===== config.mk =====
export PLATFORM = sky130hd
export DESIGN_NAME = assembly_line_encoder_unit_flat
export DESIGN_NICKNAME = d
export VERILOG_FILES = /design/src/sv/ale_pkg.sv /design/src/sv/ale_byte_if.sv /design/src/sv/ale_word_if.sv /design/src/sv/assembly_line_encoder_unit.sv /design/src/flat_wrapper.sv
export SDC_FILE = /design/constraint.sdc
export NUM_CORES = 1
export LEC_CHECK = 0
export ABC_AREA = 0
export ABC_CLOCK_PERIOD_IN_PS = 11470
export BUFFER_PORTS_ARGS = -buffer_cell sky130_fd_sc_hd__buf_2
export CORE_UTILIZATION = 50
export CTS_CLUSTER_SIZE = 20
export DETAILED_ROUTE_END_ITERATION = 8
export GPL_TIMING_DRIVEN = 0
export HOLD_SLACK_MARGIN = 0.05
export PLACE_DENSITY_LB_ADDON = 0.05
export SLEW_MARGIN = 20
export SYNTH_ARGS = -nofsm -noshare
export SYNTH_HDL_FRONTEND = slang
export SYNTH_SLANG_ARGS = --single-unit

===== constraint.sdc =====
create_clock -name clk -period 11.47 [get_ports clk]
set_clock_uncertainty 0.2 [all_clocks]
set_input_delay 0.5735 -clock clk [delete_from_list [all_inputs] [get_ports clk]]
set_output_delay 0.5735 -clock clk [all_outputs]
set_load 0.01 [all_outputs]

===== src/sv/ale_pkg.sv =====
package ale_pkg;

  localparam logic [7:0] NewlineByte   = 8'd10;
  localparam logic [7:0] CommentByte   = 8'd59;
  localparam logic [7:0] DigitLowExcl  = 8'd47;
  localparam logic [7:0] DigitHighExcl = 8'd58;
  localparam logic [7:0] UpperLowExcl  = 8'd64;
  localparam logic [7:0] UpperHighExcl = 8'd91;
  localparam int unsigned OpcodeShift  = 24;

  typedef enum logic [2:0] {
    FMT_NONE,
    FMT_IMM,
    FMT_AB_IMM,
    FMT_A_IMM,
    FMT_AB,
    FMT_ABC
  } fmt_t;

  typedef struct packed {
    logic       known;
    logic [7:0] opcode;
    fmt_t       fmt;
  } mnem_t;

  // One encoded line waiting for the output side
  typedef struct packed {
    logic [31:0] word;
    logic [31:0] imm;
    logic        two;
  } line_res_t;

  function automatic mnem_t lookup_mnem(input logic [23:0] text);
    mnem_t m;
    m.known = 1'b1;
    case (text)
      "NOP": begin m.opcode = 8'd0;  m.fmt = FMT_NONE;   end
      "JMP": begin m.opcode = 8'd1;  m.fmt = FMT_IMM;    end
      "JE ": begin m.opcode = 8'd2;  m.fmt = FMT_AB_IMM; end
      "JNE": begin m.opcode = 8'd3;  m.fmt = FMT_AB_IMM; end
      "JG ": begin m.opcode = 8'd4;  m.fmt = FMT_AB_IMM; end
      "JGE": begin m.opcode = 8'd5;  m.fmt = FMT_AB_IMM; end
      "JL ": begin m.opcode = 8'd6;  m.fmt = FMT_AB_IMM; end
      "JLE": begin m.opcode = 8'd7;  m.fmt = FMT_AB_IMM; end
      "MOV": begin m.opcode = 8'd8;  m.fmt = FMT_A_IMM;  end
      "CPY": begin m.opcode = 8'd9;  m.fmt = FMT_AB;     end
      "LDA": begin m.opcode = 8'd10; m.fmt = FMT_AB;     end
      "STO": begin m.opcode = 8'd11; m.fmt = FMT_AB;     end
      "SHL": begin m.opcode = 8'd12; m.fmt = FMT_ABC;    end
      "SHR": begin m.opcode = 8'd13; m.fmt = FMT_ABC;    end
      "NOT": begin m.opcode = 8'd14; m.fmt = FMT_AB;     end
      "AND": begin m.opcode = 8'd15; m.fmt = FMT_ABC;    end
      "OR ": begin m.opcode = 8'd16; m.fmt = FMT_ABC;    end
      "XOR": begin m.opcode = 8'd17; m.fmt = FMT_ABC;    end
      "ADD": begin m.opcode = 8'd18; m.fmt = FMT_ABC;    end
      "MUL": begin m.opcode = 8'd19; m.fmt = FMT_ABC;    end
      "DIV": begin m.opcode = 8'd20; m.fmt = FMT_ABC;    end
      "MOD": begin m.opcode = 8'd21; m.fmt = FMT_ABC;    end
      default: begin
        m.known  = 1'b0;
        m.opcode = 8'd0;
        m.fmt    = FMT_NONE;
      end
    endcase
    return m;
  endfunction

endpackage


===== src/sv/ale_byte_if.sv =====
interface ale_byte_if;
  logic       valid;
  logic       ready;
  logic [7:0] text_byte;

  modport source (output valid, output text_byte, input ready);
  modport sink (input valid, input text_byte, output ready);
endinterface


===== src/sv/ale_word_if.sv =====
interface ale_word_if;
  logic        valid;
  logic        ready;
  logic [31:0] code_word;
  logic        last_word;

  modport source (output valid, output code_word, output last_word, input ready);
  modport sink (input valid, input code_word, input last_word, output ready);
endinterface


===== src/sv/assembly_line_encoder_unit.sv =====
// A newline that ends a line with a known mnemonic queues its encoded line; its first word shows once it is the head.
// Throughput: one text byte per cycle unless input stalls; a line with a known mnemonic gives one or
// two words, one word per cycle while the sink is ready. A two-entry line result queue sits before
// the output, so input stalls only when both entries hold lines the sink has not yet taken.
// Reset (rst, synchronous, active high) clears line state, mnemonic, slots and the queue.
module assembly_line_encoder_unit
  import ale_pkg::*;
(
  input  logic        clk,
  input  logic        rst,
  ale_byte_if.sink    text,
  ale_word_if.source  code
);

  logic [1:0]  column, column_next;
  logic [7:0]  mnem_chars [3];
  logic [7:0]  mnem_chars_next [3];
  logic [31:0] immediate_acc, immediate_acc_next;
  logic [4:0]  reg_slots [3];
  logic [4:0]  reg_slots_next [3];
  logic [1:0]  reg_count, reg_count_next;
  logic        in_comment, in_comment_next;

  line_res_t   head, slot1, res_new;
  logic        head_valid, slot1_valid;
  logic        phase;

  logic        accept, push, pop;
  logic [7:0]  b;
  mnem_t       mnem;
  logic [31:0] word;

  assign b      = text.text_byte;
  assign accept = text.valid && text.ready;
  assign text.ready = !slot1_valid;

  assign mnem = lookup_mnem({mnem_chars[0], mnem_chars[1], mnem_chars[2]});

  // Instruction word for the current line, fields masked by format
  always_comb begin
    word = {mnem.opcode, 24'd0};
    if (mnem.fmt == FMT_AB_IMM || mnem.fmt == FMT_A_IMM || mnem.fmt == FMT_AB ||
        mnem.fmt == FMT_ABC) begin
      word[23:16] = {3'd0, reg_slots[0]};
    end
    if (mnem.fmt == FMT_AB_IMM || mnem.fmt == FMT_AB || mnem.fmt == FMT_ABC) begin
      word[15:8] = {3'd0, reg_slots[1]};
    end
    if (mnem.fmt == FMT_ABC) begin
      word[7:0] = {3'd0, reg_slots[2]};
    end
    res_new.word = word;
    res_new.imm  = immediate_acc;
    res_new.two  = (mnem.fmt == FMT_IMM || mnem.fmt == FMT_AB_IMM || mnem.fmt == FMT_A_IMM);
  end

  assign push = accept && (b == NewlineByte) && (column == 2'd3) && mnem.known;

  // Line state update
  always_comb begin
    column_next        = column;
    mnem_chars_next    = mnem_chars;
    immediate_acc_next = immediate_acc;
    reg_slots_next     = reg_slots;
    reg_count_next     = reg_count;
    in_comment_next    = in_comment;
    if (accept) begin
      if (b == NewlineByte) begin
        column_next        = 2'd0;
        immediate_acc_next = 32'd0;
        reg_count_next     = 2'd0;
        in_comment_next    = 1'b0;
      end else if (column != 2'd3) begin
        mnem_chars_next[column] = b;
        column_next             = column + 2'd1;
      end else if (!in_comment) begin
        if (b == CommentByte) begin
          in_comment_next = 1'b1;
        end else if (b > DigitLowExcl && b < DigitHighExcl) begin
          immediate_acc_next = (immediate_acc << 3) + (immediate_acc << 1)
                             + {28'd0, 4'(b - (DigitLowExcl + 8'd1))};
        end else if (b > UpperLowExcl && b < UpperHighExcl) begin
          if (reg_count != 2'd3) begin
            reg_slots_next[reg_count] = 5'(b - (UpperLowExcl + 8'd1));
            reg_count_next            = reg_count + 2'd1;
          end
        end
      end
    end
  end

  always_ff @(posedge clk) begin
    if (rst) begin
      column        <= 2'd0;
      mnem_chars    <= '{default: 8'd0};
      immediate_acc <= 32'd0;
      reg_slots     <= '{default: 5'd0};
      reg_count     <= 2'd0;
      in_comment    <= 1'b0;
    end else begin
      column        <= column_next;
      mnem_chars    <= mnem_chars_next;
      immediate_acc <= immediate_acc_next;
      reg_slots     <= reg_slots_next;
      reg_count     <= reg_count_next;
      in_comment    <= in_comment_next;
    end
  end

  // Output side: head entry drives the port, phase picks the immediate word
  assign code.valid     = head_valid;
  assign code.code_word = phase ? head.imm : head.word;
  assign code.last_word = !head.two || phase;
  assign pop            = head_valid && code.ready && code.last_word;

  always_ff @(posedge clk) begin
    if (rst) begin
      head_valid  <= 1'b0;
      slot1_valid <= 1'b0;
      phase       <= 1'b0;
    end else begin
      if (pop) begin
        phase <= 1'b0;
      end else if (head_valid && code.ready) begin
        phase <= 1'b1;
      end
      if (pop) begin
        head_valid  <= slot1_valid || push;
        slot1_valid <= slot1_valid && push;
      end else if (push) begin
        if (!head_valid) begin
          head_valid <= 1'b1;
        end else begin
          slot1_valid <= 1'b1;
        end
      end
    end
  end

  always_ff @(posedge clk) begin
    if (pop) begin
      if (slot1_valid) begin
        head <= slot1;
      end else if (push) begin
        head <= res_new;
      end
      if (slot1_valid && push) begin
        slot1 <= res_new;
      end
    end else if (push) begin
      if (!head_valid) begin
        head <= res_new;
      end else begin
        slot1 <= res_new;
      end
    end
  end

  // Queue order: the second entry never holds a line without a head
  assert property (@(posedge clk) disable iff (rst) slot1_valid |-> head_valid)
    else $error("queue second entry valid without head");

  // The immediate word is only shown for a two-word line
  assert property (@(posedge clk) disable iff (rst) phase |-> (head_valid && head.two))
    else $error("immediate phase on a one-word line");

  // A newline clears the line state
  assert property (@(posedge clk) disable iff (rst)
    (accept && b == NewlineByte) |=> (column == 2'd0 && reg_count == 2'd0 &&
                                      immediate_acc == 32'd0 && !in_comment))
    else $error("line state not cleared at newline");

  // A finished line always lands in the queue
  assert property (@(posedge clk) disable iff (rst) push |=> head_valid)
    else $error("encoded line lost");

endmodule

===== src/flat_wrapper.sv =====
// flat-port wrapper written by rule: the top's interface ports become plain ports
module assembly_line_encoder_unit_flat import ale_pkg::*;
  (clk, rst, text_valid, text_text_byte, text_ready, code_valid, code_code_word, code_last_word, code_ready);
  ale_byte_if text_i ();
  ale_word_if code_i ();
  input  logic clk;
  input  logic rst;
  input wire logic [$bits(text_i.valid)-1:0] text_valid;
  input wire logic [$bits(text_i.text_byte)-1:0] text_text_byte;
  output wire logic [$bits(text_i.ready)-1:0] text_ready;
  output wire logic [$bits(code_i.valid)-1:0] code_valid;
  output wire logic [$bits(code_i.code_word)-1:0] code_code_word;
  output wire logic [$bits(code_i.last_word)-1:0] code_last_word;
  input wire logic [$bits(code_i.ready)-1:0] code_ready;
  assign text_i.valid = text_valid;
  assign text_i.text_byte = text_text_byte;
  assign text_ready = text_i.ready;
  assign code_valid = code_i.valid;
  assign code_code_word = code_i.code_word;
  assign code_last_word = code_i.last_word;
  assign code_i.ready = code_ready;
  assembly_line_encoder_unit u_core (.clk(clk), .rst(rst), .text(text_i), .code(code_i));
endmodule

==> impl_results.md <==
* Clock transition at path regs at around 80 ps
* H-tree Lvls at 4
* Die X at around 140 µm
* Bufs and invs on worst path at 2
* Worst Path Max Fanout at 21
* Initial antenna violation count at 1
* Vias in the first global route at 7145
* Most used cell, CP: buf_16
* Slew HR at a little over a quarter
* CTS resizes at 0
* Post-route antenna net violation count at 0
* DR iter-0 viols at 530
* Post-layout util at 57.8%
* Synth cell types at 71
* Synth Area per Inst at between 9 and 10 µm²
* Post-Syn Nets at 1138
* Cell Area, Synth at between 10000 and 15000 µm²
* Clock Tree Buf Depth at 2
* Slowest CP cell: a2111oi_0
* Post-synthesis sequential area ratio at between 40 and 50%
* Placer Congestion at around 0.92
* Vias at 7828
* Lkg Pwr at around 4.5 nW
* Post-route setup slack at between 7000 and 8000 ps
* Final WL at 25200 µm
* PwrDens at approximately 120 nW/µm²
* Die area at approximately 21000 µm²
* Crit-path max cell delay at 850 ps
* Cells after DPL at between 1000 and 1500
* Max-Cap Viols at 0
* Number of synthesized flops with an enable pin at 106
* Area grow syn2layout at 12.3%
* Critical-path cell list: nor3b_1 -> nand3b_1 -> a2111oi_0 -> nor2_1 -> nand4_2 -> o31ai_1 -> a21boi_4 -> buf_16 -> buf_16
* Yosys warning count at 0
* Grt ovf at 0
* Final nets at 1206
* Multi-input gate area at roughly 5100 µm²
* Largest net degree at the start of global routing at 25
* Row cnt at between 50 and 60
* Clock Latency Late Sink at 440 ps
* Root Driver: clkbuf_16
* Port Buffers at 45
* CTS Hold Buffers Added at 0
* Storage cell area at between 4000 and 5000 µm²
* Least-Margin Pin Slew at approximately 1100 ps
* Asr flop ratio synth at 0%
* Fmax at about 0.23 GHz
* Via density at between 5 and 6
* Worst path required time at 11410 ps
* CTS tree: done
* Gr usage total at 25.6%
* RSZ-0062 raised after global routing: false
* Setup TNS Final at 0 ps
* DR DRC count at 0
* CP Data Arrival Time at roughly 4300 ps
* Pre-CTS setup slack at 7060 ps
* Initial Utilization at approximately half
* Family with the most delay on the worst path: compound AO/OA/AOI/OAI gates
* Post-CTS Setup Inserts at 0
* Drt wl/cell at 18.0 µm
* CP startpoint kind: flop
* Hold WS at around 220 ps
* Final setup fails at 0
* Fillers at roughly 1800
* #FFs+latches synth at between 150 and 200
* Drt pass-1 iters at 5
* Peak supply drop at about 100 µV
* Total CTS buffers at 17
* Non-filler cells, final at approximately 1400
* Die H at about 140 µm
* Outcome: completed
* Global-route wire length before repair at 39800 µm
* Clock sink total at approximately 190
* Top Ports at 47
* Top FF cell, synth: edfxtp_1
* Max-slew violations at 0
* Core footprint at 19600 µm²
* Min-Delay Path Class: input port to flop
* Ratio of cells with drive above 1 in the final layout at around an eighth
* Hpwl dp at 18800 µm
* Cells after Synth at approximately 1100
* Final min period at 4330 ps
* Crit path kind: flop to flop
* Critical Path End Type: flop
* Final hold violation count at 0
* Period utilization at a little under two fifths
cells in the mapped netlist (5+ instances only):
master	n	area, µm²
a211oi_1	8	60.1
a21o_1	9	67.6
a21oi_1	76	380
a22oi_1	6	45.0
a31oi_1	5	31.3
and2_1	23	144
and3_1	9	56.3
clkbuf_1	37	139
dfxtp_1	79	1580
edfxtp_1	106	3180
ha_1	70	876
inv_1	30	113
mux2_2	28	315
mux2i_1	11	110
nand2_1	205	769
nand2b_1	12	75.1
nand3_1	18	90.1
nand4_1	12	75.1
nor2_1	88	330
nor2b_1	17	106
nor3_1	26	130
nor4_1	11	68.8
o211ai_1	8	60.1
o21a_1	5	37.5
o21ai_0	33	165
o31ai_2	5	62.6
or2_2	5	31.3
or3_1	7	43.8
or4_1	5	37.5
xnor2_1	9	78.8
xor2_1	14	123
routing by layer:
layer / wire length [µm] / GRT usage [%] / vias up
met3: 1230 / 4.01 / 17
met2: 11100 / 38.2 / 194
met4: 228 / 5.88 / 0
li1: - / - / 3929
met1: 12700 / 38.5 / 3688
met5: 0 / 0 / -
cells in the final DEF (no fill, tap or decap), types with 11 or more instances in the layout:
| cell type | count |
|---|---|
| nand3_1 | 18 |
| nand2_1 | 205 |
| clkbuf_1 | 39 |
| xor2_1 | 14 |
| edfxtp_1 | 106 |
| buf_2 | 47 |
| o21ai_0 | 33 |
| dfxtp_1 | 79 |
| mux2i_1 | 11 |
| and2_1 | 23 |
| inv_1 | 30 |
| nor2_1 | 87 |
| nor4_1 | 11 |
| mux2_2 | 28 |
| nor3_1 | 25 |
| nor2b_1 | 17 |
| nand2b_1 | 12 |
| ha_1 | 70 |
| nand4_1 | 12 |
| a21oi_1 | 76 |
| clkbuf_16 | 17 |
worst paths after layout:
| kind | slack [ps] | cells after the start | from | to |
|---|---|---|---|---|
| worst max register to register | 7140 | 9 | u_core.mnem_chars[14] | u_core.head[14] |
| worst max-delay path | 7140 | 9 | u_core.mnem_chars[14] | u_core.head[14] |
| worst min register to register | 250 | 2 | u_core.reg_slots[1] | u_core.reg_slots[1] |
| worst min-delay path | 220 | 3 | text_text_byte[7] | u_core.mnem_chars[23] |
through the flow:
step / power (W) / cell area (µm²)
after floorplan: 0.000743 / 10100
after CTS: 0.00132 / 11300
final: 0.00131 / 11300
after detailed placement: 0.000759 / 10800
after global placement: 0.000759 / 10600
after global routing: 0.00134 / 11300
where the power goes:
part / switching, W / internal, W
clock network: 0.000261 / 0.000301
registers: 0.00000496 / 0.000698
logic: 0.0000294 / 0.0000130
total: 0.000295 / 0.00101
state kept, by name (all words and copies together), names as in the netlist, 2 cells and up:
name	count
u_core.mnem_chars	24
u_core.head	53
u_core.slot1	53
u_core.column	2
u_core.reg_count	2
u_core.reg_slots	15
u_core.immediate_acc	32
worst register-to-register path, delay by kind of cell, from the launching register on:
kind	cells	cell delay, ps
AOI/OAI and AO/OA	3	1660
buffers and inverters	2	430
DFF	1	330
and+or+nand+nor	4	1380
area by class of cell:
type	instances	share of cell area (%)
Antenna cell	1	0.0221
Buffer	44	1.55
Clock buffer	19	3.82
Clock inverter	13	1.07
Inverter	30	0.994
Multi-Input combinational cell	795	44.7
Sequential cell	185	42.1
Tap cell	265	2.93
Timing Repair Buffer	49	2.89
kinds of logic after synthesis:
| family | count (synthesis) | synth area share [%] |
|---|---|---|
| compound gates | 189 | 11.9 |
| flops | 185 | 47.2 |
| simple gates | 472 | 22.8 |
| mux | 39 | 4.22 |
| fa+ha+maj | 72 | 9.08 |
| xor+xnor | 23 | 2.00 |
| buf+inv | 74 | 2.85 |
(Power assumes the default switching activity.)
